--- config.mk ---
export PLATFORM = sky130hd
export DESIGN_NAME = pba_word_unit
export DESIGN_NICKNAME = d
export VERILOG_FILES = /design/src/hdl/pba_pkg.sv /design/src/hdl/pba_word_unit.sv
export SDC_FILE = /design/constraint.sdc
export NUM_CORES = 1
export LEC_CHECK = 0
export CORE_UTILIZATION = 60
export DETAILED_ROUTE_END_ITERATION = 6
export DONT_BUFFER_PORTS = 1
export GPL_ROUTABILITY_DRIVEN = 0
export GPL_TIMING_DRIVEN = 0
export PLACE_DENSITY = 0.84
export SLEW_MARGIN = 20
export SYNTH_ARGS = -nofsm -noshare
export SYNTH_HDL_FRONTEND = slang
export SYNTH_SLANG_ARGS = --single-unit
--- constraint.sdc ---
create_clock -name vclk -period 10.5
set_input_delay 2.1 -clock vclk [all_inputs]
set_output_delay 2.1 -clock vclk [all_outputs]
set_load 0.1 [all_outputs]
--- src/hdl/pba_pkg.sv ---
// Shared types and constants for the page bitmap allocator.
// Used by the word unit, the top level and the checker; no dependencies of its own.
package pba_pkg;

  localparam int unsigned MAX_PAGES = 65536;
  localparam int unsigned WORD_W    = 64;
  localparam int unsigned N_WORDS   = (MAX_PAGES + WORD_W - 1) / WORD_W;
  localparam int unsigned ADDR_W    = (N_WORDS > 1) ? $clog2(N_WORDS) : 1;
  localparam int unsigned BIT_W     = $clog2(WORD_W);
  // page arithmetic width: holds any page, the limit and index + count
  localparam int unsigned PW        = (ADDR_W + BIT_W + 1 > 18) ? ADDR_W + BIT_W + 1 : 18;

  localparam int unsigned CMD_W     = 3;
  localparam int unsigned IDX_W     = 16;
  localparam int unsigned CNT_W     = 17;
  localparam int unsigned IN_DW     = 40;
  localparam int unsigned OUT_DW    = 72;

  localparam logic [CNT_W-1:0] TOTAL_RST = 17'h10000;

  typedef enum logic [CMD_W-1:0] {
    CMD_REQUEST   = 3'd0,
    CMD_FREE      = 3'd1,
    CMD_LOCK      = 3'd2,
    CMD_RESERVE   = 3'd3,
    CMD_UNRESERVE = 3'd4
  } cmd_e;

  typedef struct packed {
    logic             search;
    logic             target;
    logic             is_first;
    logic             is_last;
    logic [BIT_W-1:0] fbit;
    logic [BIT_W-1:0] lbit;
  } word_ctl_t;

  typedef struct packed {
    logic [WORD_W-1:0] wdata;
    logic [BIT_W:0]    flips;
    logic              hit;
    logic [BIT_W-1:0]  hit_bit;
  } word_res_t;

endpackage

--- src/hdl/pba_word_unit.sv ---
// Per-word datapath: run mask, bit flips, popcount and first-free search.
// Depends on pba_pkg.
module pba_word_unit (
  input  pba_pkg::word_ctl_t           ctl_i,
  input  logic [pba_pkg::WORD_W-1:0]   rdata_i,
  output pba_pkg::word_res_t           res_o
);
  import pba_pkg::*;

  logic [WORD_W-1:0] lo_mask;
  logic [WORD_W-1:0] hi_mask;
  logic [WORD_W-1:0] mask;
  logic [WORD_W-1:0] flip;
  logic [WORD_W-1:0] low1;
  logic [BIT_W:0]    pc;
  logic [BIT_W-1:0]  idx;

  always_comb begin
    lo_mask = ctl_i.is_first ? ({WORD_W{1'b1}} << ctl_i.fbit) : {WORD_W{1'b1}};
    hi_mask = ctl_i.is_last ? ({WORD_W{1'b1}} >> (BIT_W'(WORD_W - 1) - ctl_i.lbit))
                            : {WORD_W{1'b1}};
    mask = lo_mask & hi_mask;
    // bits in the window that differ from the target state
    flip = ctl_i.target ? (~rdata_i & mask) : (rdata_i & mask);
    low1 = flip & (~flip + WORD_W'(1));
    pc   = '0;
    for (int i = 0; i < WORD_W; i++) begin
      pc = pc + (BIT_W + 1)'(flip[i]);
    end
    idx = '0;
    for (int i = WORD_W - 1; i >= 0; i--) begin
      if (flip[i]) begin
        idx = BIT_W'(i);
      end
    end
    res_o.hit     = |flip;
    res_o.hit_bit = idx;
    res_o.flips   = pc;
    res_o.wdata   = ctl_i.search ? (rdata_i | low1) : (rdata_i ^ flip);
  end

endmodule

==> summary.md, run 1 <==
| Metric | Value |
|---|---|
| Post-synthesis net count | `1175` |
| Cts hold-fix bufs | `0` |
| First-pass GRT wire length | `53700 um` |
| Status | `did not finish` |
| Post-synthesis sequential area ratio | `0%` |
| Synthesized area | `6990 sq um` |
| YS warnings | `0` |
| GRT Residual Overflow | `6` |
| Stage reached | `global routing` |
| Dpl hpwl | `26100 um` |
| Die width | `110 um` |
| GRT Total Usage | `61.1%` |
| Worst slack, placed | `-1.02 ns` |
| Die Ht | `110 um` |
| Syn Area/Cell | `6.83 sq um` |
| Initial Utilization | `61.5%` |
| Error | `[ERROR GRT-0116] Global routing finished with congestion. Check the congestion regions in the DRC Viewer.` |
| Num rows | `39` |
| Library cells used by synthesis | `84` |
| Vias in the first global route | `9753` |
| I/O pin total | `158` |
| Yosys top cell by area | `fa_1` |
| Synth top area share | `15.5%` |
| IO Port Bufs | `0` |
| Largest net degree at the start of global routing | `11` |
| Syn Inst Count | `1024` |
| Largest cells by area after synthesis | `fa_1, inv_1, o21ai_0` |
[per-stage QoR]
step / area [sq um] / std cells / TNS [ns]
4_1_cts: 8810 / 1191 / -2.44
3_5_place_dp: 8390 / 1182 / -4.82
3_3_place_gp: 7530 / 1167 / -4.95
2_1_floorplan: 7360 / 1024 / -1.08
[synth_stat cells, types with 12 or more instances]
master	n
nor2_1	73
clkbuf_1	39
xor2_1	36
o21ai_0	72
o31ai_1	21
nand3_1	40
a21oi_1	64
nand2_1	83
o41ai_1	16
inv_1	98
ha_1	17
a31oi_1	27
or3_1	12
buf_2	34
nand4_1	18
xnor2_1	32
fa_1	54
o211ai_1	14
nor3_1	22
and3_1	19
[timing repair]
item                                    4_1_cts
pin swaps                                    26
setup buffers                                11
cloned                                        0
endpoints found under the setup margin        7
gates resized for setup                      86
[logic make-up after synthesis]
group / count (synthesis) / synth area share (%)
and+or+nand+nor: 330 / 24.3
adders and majority gates: 71 / 18.5
AOI/OAI and AO/OA: 361 / 36.1
buffers and inverters: 184 / 11.1
xor gates and xnor gates: 68 / 8.52
muxes: 10 / 1.43
[routing by layer]
metal,GRT overflow,global-route usage (%)
met2,6,77.9
met5,0,17.4
met1,0,67.2
met3,0,43.2
met4,0,47.7
==> inputs of run 2 (changes only) <==
--- a/config.mk
+++ b/config.mk
@@ -5,12 +5,12 @@
 export SDC_FILE = /design/constraint.sdc
 export NUM_CORES = 1
 export LEC_CHECK = 0
-export CORE_UTILIZATION = 60
+export CORE_UTILIZATION = 40
 export DETAILED_ROUTE_END_ITERATION = 6
 export DONT_BUFFER_PORTS = 1
 export GPL_ROUTABILITY_DRIVEN = 0
 export GPL_TIMING_DRIVEN = 0
-export PLACE_DENSITY = 0.84
+export PLACE_DENSITY_LB_ADDON = 0.15
 export SLEW_MARGIN = 20
 export SYNTH_ARGS = -nofsm -noshare
 export SYNTH_HDL_FRONTEND = slang
==> constraint.sdc (replaced) <==
create_clock -name vclk -period 13.7
set_input_delay 2.74 -clock vclk [all_inputs]
set_output_delay 2.74 -clock vclk [all_outputs]
set_load 0.1 [all_outputs]
==> run 2 against run 1 <==
The flow now finishes, with violations (design-rule violations). Synthesized cell count is the same. Synthesized area is the same.
==> summary.md, run 2 <==
| Metric | Value |
|---|---|
| Status | `complete, but fails checks` |
| Failing checks | `design-rule violations` |
| Max Fanout on Critical Path | `10` |
| Tcrit/Tclk final | `97.6%` |
| GRT Total Usage | `38.6%` |
| Synth top area share | `15.5% (unchanged)` |
| Crit end category | `primary output` |
| DR iter-0 viols | `1445` |
| Die Ht | `134 um (+22%)` |
| Unrepaired setup endpoints after global routing | `false` |
| Most frequent cells in the layout | `inv_1, nand2_1, nor2_1, o21ai_0, a21oi_1` |
| Routed vias | `8976` |
| Library cells used by synthesis | `84 (unchanged)` |
| Slowest cell on crit path | `xor2_4` |
| Fmax | `74.8 MHz` |
| Slew Viols, Final | `0` |
| Setup Crit Path Kind | `in2out` |
| Yosys top cell by area | `fa_1` |
| Critical Path Max Stage Delay | `0.63 ns` |
| Slew at the pin closest to its max-slew limit | `1.18 ns` |
| Vias in the first global route | `8426` |
| Clock buffers | `0` |
| Max-Cap Viols | `0` |
| Dpl cell area | `8220 sq um (-2.0%)` |
| Worst Hold Class | `in2out` |
| Dpl hpwl | `28900 um (+11%)` |
| Final Cell Area | `8290 sq um` |
| Syn Area/Cell | `6.83 sq um (unchanged)` |
| Post-layout net count | `1195` |
| Post-synthesis sequential area ratio | `0% (unchanged)` |
| First-pass GRT wire length | `52200 um` |
| IO Port Bufs | `0 (unchanged)` |
| Cts hold-fix bufs | `0 (unchanged)` |
| Share of cells above drive strength 1 | `14.7%` |
| Critical Path AT | `10.62 ns` |
| Core outline area | `16800 sq um` |
| Startpoint types | `input port` |
| Syn Inst Count | `1024 (unchanged)` |
| Initial Utilization | `41.6% (-20 points)` |
| Worst relative slew slack | `21.6%` |
| Tmin final | `13.36 ns` |
| Drt via density | `7.11` |
| Synthesized area | `6990 sq um (unchanged)` |
| Num rows | `47 (+21%)` |
| Most used cell, CP | `fa_1` |
| Die ar. | `18000 sq um` |
| I/O pin total | `158 (unchanged)` |
| Final setup fails | `0` |
| Die width | `134 um (+22%)` |
| Final hold violations | `0` |
| Cell with the most instances after synthesis | `inv_1` |
| Diode count | `0` |
| Drt wl/cell | `28.0 um` |
| Antenna Nets Post-Route | `0` |
| Critical Path RT | `10.96 ns` |
| Post-synthesis net count | `1175 (unchanged)` |
| Post-CTS Setup Inserts | `0 (-11)` |
| Number of remaining DRC errors | `12` |
| Initial antenna violation count | `0` |
| Largest cells by area after synthesis | `fa_1, inv_1, o21ai_0` |
| Storage cell area | `0 sq um` |
| Most common cell after layout, fill and taps aside | `inv_1` |
| Layout area overhead | `18.6%` |
| FFs & Latches | `0` |
| Largest net degree at the start of global routing | `11` |
| Drt pass-1 iters | `7` |
| Setup TNS | `0 ns` |
| YS warnings | `0 (unchanged)` |
| Routed WL | `35300 um` |
| Top cell types by occurrence after synthesis | `inv_1, nand2_1, nor2_1, o21ai_0, a21oi_1` |
| GRT Residual Overflow | `0` |
## run 2: cell counts after synthesis
No cell type changed its count.
## run 2: routing by layer
metal | GRT usage, % | vias to the layer above | wire (um)
met2 | 58.6 | 749 | 14800
met3 | 11.7 | 190 | 5100
met1 | 48.7 | 4223 | 12700
li1 | - | 3814 | -
met5 | 0 | - | 0
met4 | 21.3 | 0 | 2720
## run 2: repair_timing
item,CTS,global route
gates resized for setup,4,10
endpoints found under the setup margin,2,2
pin swaps,0,2
hold endpoints to repair,0,0
## run 2: cell families after synthesis
| group | Yosys count | share of synthesized area [%] |
|---|---|---|
| buffers and inverters | 184 | 11.1 |
| adders and majority gates | 71 | 18.5 |
| AOI/OAI and AO/OA | 361 | 36.1 |
| muxes | 10 | 1.43 |
| xor gates and xnor gates | 68 | 8.52 |
| and+or+nand+nor | 330 | 24.3 |
## run 2: worst paths after layout
| check | from | end | slack, ns | cells after the start |
|---|---|---|---|---|
| setup / recovery | ctl_i[14] | res_o[11] | 0.34 | 29 |
| hold / removal | rdata_i[13] | res_o[27] | 5.74 | 1 |
## run 2: cell type report
cell class	count	area [sq um]
fill	1780	8530
tap	220	275
buffer	85	423
timing repair buffer	18	385
inverter	99	372
multi-input combinational	840	6840
## run 2: stage by stage
step           worst slack (ns)  utilization (%)  std cells  hold slack [ns]
4_1_cts                  0.0132             49.0       1262             5.74
3_3_place_gp             -0.947             43.2       1244             5.93
2_1_floorplan            0.0536                -       1024             5.92
3_5_place_dp             -0.448             48.9       1262             5.74
6_report                  0.335             49.3       1262             5.74
5_1_grt                  0.0158             49.3       1262             5.74
## run 2: worst max-delay path, delay by kind of cell
kind,cells,cell delay (ns)
buf+inv,14,1.93
simple gates,1,0.11
fa+ha+maj,10,4.68
compound gates,2,0.35
xor+xnor,2,0.77
Power of run 2 is not shown: default switching activity piles up to over one toggle a cycle in this logic, so the estimate is an artifact.
